File: src/rtl/core/b64e_pkg.sv
`timescale 1ns / 1ps
// ----------------------------------------------------------------------------
// b64e_pkg
// Shared types, constants and the character table of the base64 encoder.
// ----------------------------------------------------------------------------
package b64e_pkg;

	localparam int unsigned QUEUE_DEPTH = 2;

	localparam logic [7:0] PAD_CHAR = 8'd61;

	// register indexes of the configuration port
	localparam logic [1:0] REG_GROUPS_PER_LINE = 2'd0;
	localparam logic [1:0] REG_EOL_LENGTH      = 2'd1;
	localparam logic [1:0] REG_EOL_FIRST       = 2'd2;
	localparam logic [1:0] REG_EOL_SECOND      = 2'd3;

	localparam logic [5:0] RST_GROUPS_PER_LINE = 6'd19;
	localparam logic [1:0] RST_EOL_LENGTH      = 2'd2;
	localparam logic [7:0] RST_EOL_FIRST       = 8'd13;
	localparam logic [7:0] RST_EOL_SECOND      = 8'd10;

	// output slot of a group: two line-break slots, then four characters
	localparam logic [2:0] POS_EOL_FIRST  = 3'd0;
	localparam logic [2:0] POS_EOL_SECOND = 3'd1;
	localparam logic [2:0] POS_CHAR0      = 3'd2;
	localparam logic [2:0] POS_CHAR3      = 3'd5;

	typedef struct packed {
		logic [5:0] groups_per_line;
		logic [1:0] eol_length;
		logic [7:0] eol_first;
		logic [7:0] eol_second;
	} cfg_t;

	typedef struct packed {
		logic [23:0] group;    // bytes left aligned, zero padded
		logic [1:0]  nbytes;   // 1..3
		logic [1:0]  elen;     // line-break bytes ahead of the group, 0..2
	} job_t;

	function automatic logic [7:0] b64_char(input logic [5:0] six);
		logic [7:0] c;
		if (six < 6'd26) begin
			c = 8'd65 + {2'b00, six};
		end else if (six < 6'd52) begin
			c = 8'd71 + {2'b00, six};          // 'a' - 26
		end else if (six < 6'd62) begin
			c = {2'b00, six} - 8'd4;           // '0' + (six - 52)
		end else if (six == 6'd62) begin
			c = 8'd43;
		end else begin
			c = 8'd47;
		end
		return c;
	endfunction

endpackage

File: src/rtl/core/b64e_fifo.sv
`timescale 1ns / 1ps
// ----------------------------------------------------------------------------
// b64e_fifo
// Small job queue between the byte packer and the character emitter.
// ----------------------------------------------------------------------------
module b64e_fifo #(
	parameter int unsigned DEPTH = b64e_pkg::QUEUE_DEPTH   // 2 or more
) (
	input  logic           clk,
	input  logic           arst_n,
	input  logic           push,
	input  b64e_pkg::job_t push_job,
	output logic           full,
	input  logic           pop,
	output b64e_pkg::job_t head_job,
	output logic           not_empty
);
	import b64e_pkg::*;

	localparam int unsigned PtrW = (DEPTH > 1) ? $clog2(DEPTH) : 1;
	localparam int unsigned CntW = $clog2(DEPTH + 1);

	job_t            mem_q [DEPTH];
	logic [PtrW-1:0] wr_ptr_q;
	logic [PtrW-1:0] rd_ptr_q;
	logic [CntW-1:0] cnt_q;

	assign full      = (cnt_q == CntW'(DEPTH));
	assign not_empty = (cnt_q != '0);
	assign head_job  = mem_q[rd_ptr_q];

	always_ff @(posedge clk) begin
		if (push) begin
			mem_q[wr_ptr_q] <= push_job;
		end
	end

	always_ff @(posedge clk or negedge arst_n) begin
		if (!arst_n) begin
			wr_ptr_q <= '0;
			rd_ptr_q <= '0;
			cnt_q    <= '0;
		end else begin
			if (push) begin
				wr_ptr_q <= (wr_ptr_q == PtrW'(DEPTH - 1)) ? '0 : wr_ptr_q + 1'b1;
			end
			if (pop) begin
				rd_ptr_q <= (rd_ptr_q == PtrW'(DEPTH - 1)) ? '0 : rd_ptr_q + 1'b1;
			end
			if (push && !pop) begin
				cnt_q <= cnt_q + 1'b1;
			end else if (pop && !push) begin
				cnt_q <= cnt_q - 1'b1;
			end
		end
	end

	a_no_push_full: assert property (@(posedge clk) disable iff (!arst_n)
		push |-> !full)
		else $error("queue written while full");

	a_no_pop_empty: assert property (@(posedge clk) disable iff (!arst_n)
		pop |-> not_empty)
		else $error("queue read while empty");

	a_cnt_range: assert property (@(posedge clk) disable iff (!arst_n)
		cnt_q <= CntW'(DEPTH))
		else $error("queue count out of range");

endmodule

File: src/rtl/core/b64e_front.sv
`timescale 1ns / 1ps
// ----------------------------------------------------------------------------
// b64e_front
// Gathers bytes into groups, decides line breaks, and queues one job per group.
// ----------------------------------------------------------------------------
module b64e_front (
	input  logic           clk,
	input  logic           arst_n,
	input  b64e_pkg::cfg_t cfg,
	input  logic           in_valid,
	output logic           in_ready,
	input  logic [7:0]     data_byte,
	input  logic           final_byte,
	input  logic           queue_full,
	output logic           push,
	output b64e_pkg::job_t push_job
);
	import b64e_pkg::*;

	logic [15:0] held_q;
	logic [1:0]  held_count_q;
	logic [5:0]  gil_q;

	logic        accept;
	logic        brk;
	logic [5:0]  line_len;
	logic [5:0]  gil_next;

	assign in_ready = !queue_full;
	assign accept   = in_valid && in_ready;
	assign push     = accept && (final_byte || held_count_q == 2'd2);

	assign line_len = (cfg.groups_per_line == 6'd0) ? 6'd1 : cfg.groups_per_line;
	assign brk      = (gil_q >= line_len);
	assign gil_next = brk ? 6'd1 : gil_q + 6'd1;

	always_comb begin
		push_job.nbytes = held_count_q + 2'd1;
		push_job.elen   = 2'd0;
		if (brk) begin
			push_job.elen = (cfg.eol_length == 2'd3) ? 2'd2 : cfg.eol_length;
		end
		case (held_count_q)
			2'd0:    push_job.group = {data_byte, 16'h0000};
			2'd1:    push_job.group = {held_q[7:0], data_byte, 8'h00};
			default: push_job.group = {held_q, data_byte};
		endcase
	end

	always_ff @(posedge clk or negedge arst_n) begin
		if (!arst_n) begin
			held_q       <= '0;
			held_count_q <= '0;
			gil_q        <= '0;
		end else if (accept) begin
			if (push) begin
				held_count_q <= '0;
				gil_q        <= final_byte ? 6'd0 : gil_next;
			end else begin
				held_q       <= {held_q[7:0], data_byte};
				held_count_q <= held_count_q + 2'd1;
			end
		end
	end

	a_held_range: assert property (@(posedge clk) disable iff (!arst_n)
		held_count_q != 2'd3)
		else $error("more than two bytes held");

	a_final_clears: assert property (@(posedge clk) disable iff (!arst_n)
		(accept && final_byte) |=> (held_count_q == 2'd0 && gil_q == 6'd0))
		else $error("message state not cleared after final byte");

	a_final_pushes: assert property (@(posedge clk) disable iff (!arst_n)
		(accept && final_byte) |-> push)
		else $error("final byte did not flush a group");

endmodule

File: src/rtl/core/b64e_back.sv
`timescale 1ns / 1ps
// ----------------------------------------------------------------------------
// b64e_back
// Pulls group jobs from the queue and emits line-break bytes and characters.
// ----------------------------------------------------------------------------
module b64e_back (
	input  logic           clk,
	input  logic           arst_n,
	input  b64e_pkg::cfg_t cfg,
	input  logic           queue_not_empty,
	input  b64e_pkg::job_t head_job,
	output logic           pop,
	output logic           out_valid,
	input  logic           out_ready,
	output logic [7:0]     out_char,
	output logic           run_last
);
	import b64e_pkg::*;

	job_t       job_q;
	logic       job_valid_q;
	logic [2:0] pos_q;
	logic       out_valid_q;
	logic [7:0] out_char_q;
	logic       run_last_q;

	logic       load_out;
	logic       job_done;
	logic [1:0] k;
	logic [5:0] six;
	logic [7:0] chr;
	logic [2:0] pos_next;

	assign load_out = job_valid_q && (!out_valid_q || out_ready);
	assign job_done = load_out && (pos_q == POS_CHAR3);
	assign pop      = queue_not_empty && (!job_valid_q || job_done);

	assign k = 2'(pos_q - POS_CHAR0);

	always_comb begin
		case (k)
			2'd0:    six = job_q.group[23:18];
			2'd1:    six = job_q.group[17:12];
			2'd2:    six = job_q.group[11:6];
			default: six = job_q.group[5:0];
		endcase
		if (pos_q == POS_EOL_FIRST) begin
			chr = cfg.eol_first;
		end else if (pos_q == POS_EOL_SECOND) begin
			chr = cfg.eol_second;
		end else if (k <= job_q.nbytes) begin
			chr = b64_char(six);
		end else begin
			chr = PAD_CHAR;
		end
		if (pos_q == POS_EOL_FIRST && job_q.elen == 2'd1) begin
			pos_next = POS_CHAR0;
		end else begin
			pos_next = pos_q + 3'd1;
		end
	end

	always_ff @(posedge clk) begin
		if (pop) begin
			job_q <= head_job;
		end
		if (load_out) begin
			out_char_q <= chr;
			run_last_q <= (pos_q == POS_CHAR3);
		end
	end

	always_ff @(posedge clk or negedge arst_n) begin
		if (!arst_n) begin
			job_valid_q <= 1'b0;
			pos_q       <= POS_CHAR0;
			out_valid_q <= 1'b0;
		end else begin
			if (pop) begin
				job_valid_q <= 1'b1;
				pos_q       <= (head_job.elen == 2'd0) ? POS_CHAR0 : POS_EOL_FIRST;
			end else if (job_done) begin
				job_valid_q <= 1'b0;
			end else if (load_out) begin
				pos_q <= pos_next;
			end
			if (load_out) begin
				out_valid_q <= 1'b1;
			end else if (out_ready) begin
				out_valid_q <= 1'b0;
			end
		end
	end

	assign out_valid = out_valid_q;
	assign out_char  = out_char_q;
	assign run_last  = run_last_q;

	a_pos_range: assert property (@(posedge clk) disable iff (!arst_n)
		job_valid_q |-> (pos_q <= POS_CHAR3))
		else $error("emit position out of range");

	a_last_on_char3: assert property (@(posedge clk) disable iff (!arst_n)
		job_done |=> (out_valid && run_last))
		else $error("group end not flagged on output");

	a_eol_only_when_asked: assert property (@(posedge clk) disable iff (!arst_n)
		(job_valid_q && pos_q == POS_EOL_SECOND) |-> (job_q.elen == 2'd2))
		else $error("second line-break byte without request");

endmodule

File: src/rtl/core/base64_stream_encoder.sv
`timescale 1ns / 1ps
// ----------------------------------------------------------------------------
// base64_stream_encoder
// Streaming base64 encoder with configurable line breaks between groups.
//
//   channel  handshake              payload
//   in       in_valid / in_ready    data_byte[7:0], final_byte
//   out      out_valid / out_ready  out_char[7:0], run_last
//   cfg      cfg_valid / cfg_ready  cfg_index[1:0], cfg_data[7:0]
//
// Output runs at one character per cycle while out_ready is high; a group of three
// bytes yields 4 characters plus 0..2 line-break bytes, as set by the byte packer.
// Input bytes are taken one per cycle while the job queue has room.
// A byte that closes a group passes the job queue and the emitter's job register first.
// Reset restores the default registers and clears all message state at once.
// Output stalls back up into the queue, then into in_ready; cfg_ready is always high.
// ----------------------------------------------------------------------------
module base64_stream_encoder #(
	parameter int unsigned QueueDepth = b64e_pkg::QUEUE_DEPTH
) (
	input  logic       clk,
	input  logic       arst_n,
	input  logic       in_valid,
	output logic       in_ready,
	input  logic [7:0] data_byte,
	input  logic       final_byte,
	output logic       out_valid,
	input  logic       out_ready,
	output logic [7:0] out_char,
	output logic       run_last,
	input  logic       cfg_valid,
	output logic       cfg_ready,
	input  logic [1:0] cfg_index,
	input  logic [7:0] cfg_data
);
	import b64e_pkg::*;

	cfg_t cfg_q;
	job_t push_job;
	job_t head_job;
	logic push;
	logic pop;
	logic queue_full;
	logic queue_not_empty;

	assign cfg_ready = 1'b1;

	always_ff @(posedge clk or negedge arst_n) begin
		if (!arst_n) begin
			cfg_q.groups_per_line <= RST_GROUPS_PER_LINE;
			cfg_q.eol_length      <= RST_EOL_LENGTH;
			cfg_q.eol_first       <= RST_EOL_FIRST;
			cfg_q.eol_second      <= RST_EOL_SECOND;
		end else if (cfg_valid && cfg_ready) begin
			unique case (cfg_index)
				REG_GROUPS_PER_LINE: cfg_q.groups_per_line <= cfg_data[5:0];
				REG_EOL_LENGTH:      cfg_q.eol_length      <= cfg_data[1:0];
				REG_EOL_FIRST:       cfg_q.eol_first       <= cfg_data;
				REG_EOL_SECOND:      cfg_q.eol_second      <= cfg_data;
				default:             cfg_q                 <= cfg_q;
			endcase
		end
	end

	b64e_front u_front (
		.clk        (clk),
		.arst_n     (arst_n),
		.cfg        (cfg_q),
		.in_valid   (in_valid),
		.in_ready   (in_ready),
		.data_byte  (data_byte),
		.final_byte (final_byte),
		.queue_full (queue_full),
		.push       (push),
		.push_job   (push_job)
	);

	b64e_fifo #(
		.DEPTH (QueueDepth)
	) u_fifo (
		.clk       (clk),
		.arst_n    (arst_n),
		.push      (push),
		.push_job  (push_job),
		.full      (queue_full),
		.pop       (pop),
		.head_job  (head_job),
		.not_empty (queue_not_empty)
	);

	b64e_back u_back (
		.clk             (clk),
		.arst_n          (arst_n),
		.cfg             (cfg_q),
		.queue_not_empty (queue_not_empty),
		.head_job        (head_job),
		.pop             (pop),
		.out_valid       (out_valid),
		.out_ready       (out_ready),
		.out_char        (out_char),
		.run_last        (run_last)
	);

endmodule
File: config.mk
export PLATFORM = sky130hd
export DESIGN_NAME = base64_stream_encoder
export DESIGN_NICKNAME = d
export VERILOG_FILES = /design/src/rtl/core/b64e_pkg.sv /design/src/rtl/core/b64e_fifo.sv /design/src/rtl/core/b64e_front.sv /design/src/rtl/core/b64e_back.sv /design/src/rtl/core/base64_stream_encoder.sv
export SDC_FILE = /design/constraint.sdc
export NUM_CORES = 1
export LEC_CHECK = 0
export ABC_AREA = 0
export BUFFER_PORTS_ARGS = -buffer_cell sky130_fd_sc_hd__buf_4
export CAP_MARGIN = 20
export CORE_UTILIZATION = 32
export DETAILED_ROUTE_END_ITERATION = 12
export GPL_TIMING_DRIVEN = 0
export PLACE_DENSITY = 0.53
export SLEW_MARGIN = 15
export SYNTH_ARGS = -nofsm -noshare
export SYNTH_HDL_FRONTEND = slang
export SYNTH_SLANG_ARGS = --single-unit
File: constraint.sdc
create_clock -name clk -period 3.7 [get_ports clk]
set_input_delay 0.185 -clock clk [delete_from_list [all_inputs] [get_ports clk]]
set_output_delay 0.185 -clock clk [all_outputs]
set_load 0.01 [all_outputs]
==> results.toml <==
[timing]
clock-skew-final_ps = 8.367
fin_setup_tns_ps = 0
tightest_slew_ps = 759.3
fin_crit_sh = 0.8652
rsz0062_at_grt = "no"
setup_ws_ps = 498.8
maxSlewHeadroom = 0.4938
timing.fmax_mhz = 312.4
hold_slack_ps = 4.280
setup_viol = 0
fin_crit_ps = 3201
hold_violations = 0
slew_viol_final = 0

[synthesis]
yosysMostFrequentCell = "edfxtp_1"
synth-async-reset-ratio = 0.3800
syn_avg_cell_area_um2 = 13.43
synthTopCellsByCount = "edfxtp_1, mux2_2, dfrtp_1"
synth_top_cell_area_share = 0.4141
synth_cell_type_count = 50
synth_top_area_cell = "edfxtp_1"
ys_ff_latch = 150
seq_area_frac_synth = 0.6275
ys_warn_count = 0
synth_fp_nets = 547
synthCells = 502
synth-main-ff-cell = "edfxtp_1"
synth_edf_count = 93
synth.area.top_cells = "edfxtp_1, dfrtp_1, mux2_2"
syn_area_mm2 = 0.006744

[power_and_ir_drop]
power_frac_comb = 0.357
p_per_area_mw_per_mm2 = 853.9
p_total_w = 0.006884
intPower_w = 0.004533
p_sw_w = 0.002351
irDropWorstVdd_mv = 0.3604
switching_share = 0.3414
leakage_nw = 3.129
clkPwrFrac = 0.257
seq_power_share = 0.386

[final_layout]
areaGrowthSynthToFinish_pct = 19.54
diodes = 0
fill_cells = 1961
drive_gt1_frac = 0.2748
stdcell_count = 845
nets = 607
multi_input_area_mm2 = 0.002345
seqCellArea_mm2 = 0.004232

[die]
die_w_um = 147.2
io-pin-count = 36
die_h_um = 147.2
die-area_mm2 = 0.02166
rows = 52
coreArea_mm2 = 0.02043
start_util = 0.3301

[global_route]
track_usage = 0.1320
grt_max_degree = 58
overflow = 0
grt_first_pass_wirelength_um = 21930
grt_pass1_vias = 4163
antenna_found_initial = 0

[critical_path]
path_class = "flip-flop to flip-flop"
worst-r2r-cell-count = 10
start_kind = "flip-flop"
cp.required_ps = 3850
crit_fanout = 10
cp-end-kind = "flip-flop"
critPathArrivalTime_ps = 3350
regToRegSetupSlack_ps = 500

[drt]
avgRoutedWirePerCell_um = 15.57
first_iter_violations = 197
via_per_inst = 4.825
firstDrtPassIters = 4
dr_total_vias = 4077
wl_um = 13160
ant_nets = 0
route.detailed.drc = 0

[place]
portBuffers = 34
dp.cells = 808
dp_worst_setup_slack_ps = 533.8
gp_congestion = 0.8011
hpwl_um = 9338

[clock_network]
cts_root_buf = "clkbuf_16"
ctsHtreeMaxLevel = 4
numCtsBuffers = 17
cts_tree = "built"
path_clk_slew_ps = 60
post-cts-setup-buffers = 0
cts_sinks = 150
insertion_delay_ps = 420
clock_path_buffers = 2

[hold_path]
hold_depth = 3
hp-class = "input port to flip-flop"

[run]
drv_cap = 0

[status]
status = "finished clean"
## power by group through the flow
| stage | Clock (W) | Sequential (W) | Combinational, W |
|---|---|---|---|
| global route | 0.00188 | 0.00272 | 0.00276 |
| finish | 0.00177 | 0.00266 | 0.00246 |
| floorplan | 0 | 0.00265 | 0.00176 |
| detailed placement | 0 | 0.00269 | 0.00246 |
| global placement | 0 | 0.00268 | 0.00235 |
| CTS | 0.00181 | 0.00266 | 0.00247 |
## repair_timing
action,4_1_cts,5_1_grt
hold endpoints to repair,54,0
hold buffers,5,0
gates resized for setup,0,0
## flip-flops by register name, indices dropped and copies added, names as in the netlist
register              cells
u_front.held_count_q      2
u_back.pos_q              3
u_back.out_valid          1
u_fifo.mem_q             56
u_front.held_q           16
u_front.gil_q             6
u_fifo.rd_ptr_q           1
u_back.job_valid_q        1
u_fifo.cnt_q              2
u_back.job_q             28
u_back.out_char           8
u_fifo.wr_ptr_q           1
u_back.run_last           1
cfg_q                    24
## layout make-up
class / instances / share of cell area
buffer: 18 / 0.01024
clock buffer: 17 / 0.05277
clock inverter: 15 / 0.02297
inverter: 25 / 0.01164
multi-input combinational: 309 / 0.2909
sequential: 150 / 0.5249
tap: 270 / 0.04191
timing repair buffer: 41 / 0.04470
## metrics by stage
| stage | utilization | cell area (µm²) |
|---|---|---|
| finish | 0.3946 | 8061 |
| floorplan | - | 6744 |
| detailed placement | 0.3623 | 7401 |
| global route | 0.3946 | 8061 |
| global placement | 0.3591 | 7337 |
| CTS | 0.3946 | 8061 |
## cells in the final DEF (no fill, tap or decap), types with 5 or more instances in the layout
cell,netlist,layout
edfxtp_1,93,93
mux2_2,64,64
dfrtp_1,47,47
nand2_1,44,44
buf_4,1,35
o21ai_0,26,26
inv_1,25,25
ha_1,21,21
nor2_1,20,19
clkbuf_16,0,17
clkbuf_1,12,12
a21oi_1,12,12
nand2b_1,11,11
a22oi_1,11,11
dfstp_2,10,10
and2_1,10,9
a31oi_1,8,8
a22o_1,7,7
nand3_1,6,6
a222oi_1,5,5
nor2b_1,5,5
nor3_1,5,5
nand3b_1,5,5
dlygate4sd3_1,0,5
## per-layer routing
layer,routed length (µm),global-route usage,part of all wire
met5,0,0,0
met4,148,0.04691,0.011
met3,542,0.03665,0.041
met1,6162,0.1732,0.47
met2,6302,0.2085,0.48
## cell families after synthesis
kind of cell,Yosys count,synth area share
AO/OA/AOI/OAI,94,0.09462
XOR/XNOR,7,0.009091
adder cells (fa/ha/maj),21,0.03896
buffers and inverters,43,0.02616
flip-flops,150,0.6275
multiplexers,71,0.1197
other,1,0.0005561
AND/OR/NAND/NOR,115,0.08349
## final timing paths
kind                                                 end                            from
min in group asynchronous          cfg_q[20]$_DFFE_PN0P_                          arst_n
setup / recovery            u_back.out_char[4]$_DFFE_PP_     u_back.pos_q[1]$_DFFE_PN1P_
max in group asynchronous  u_front.held_q[2]$_DFFE_PN0P_                          arst_n
hold reg to reg             u_back.out_valid$_DFFE_PN0P_  u_back.job_valid_q$_DFFE_PN0P_
hold / removal                     cfg_q[23]$_DFFE_PN0P_                     cfg_data[5]
setup reg to reg            u_back.out_char[4]$_DFFE_PP_     u_back.pos_q[1]$_DFFE_PN1P_
## critical path, cell delays in order, from the launching register on
cell	delay (ps)
dfstp_2	540
inv_1	100
ha_1	330
a222oi_1	530
mux2i_2	290
inv_1	110
ha_1	230
a21oi_1	100
a211o_1	290
a311oi_1	260
a21oi_1	130
Power figures use the tool's default switching activity.
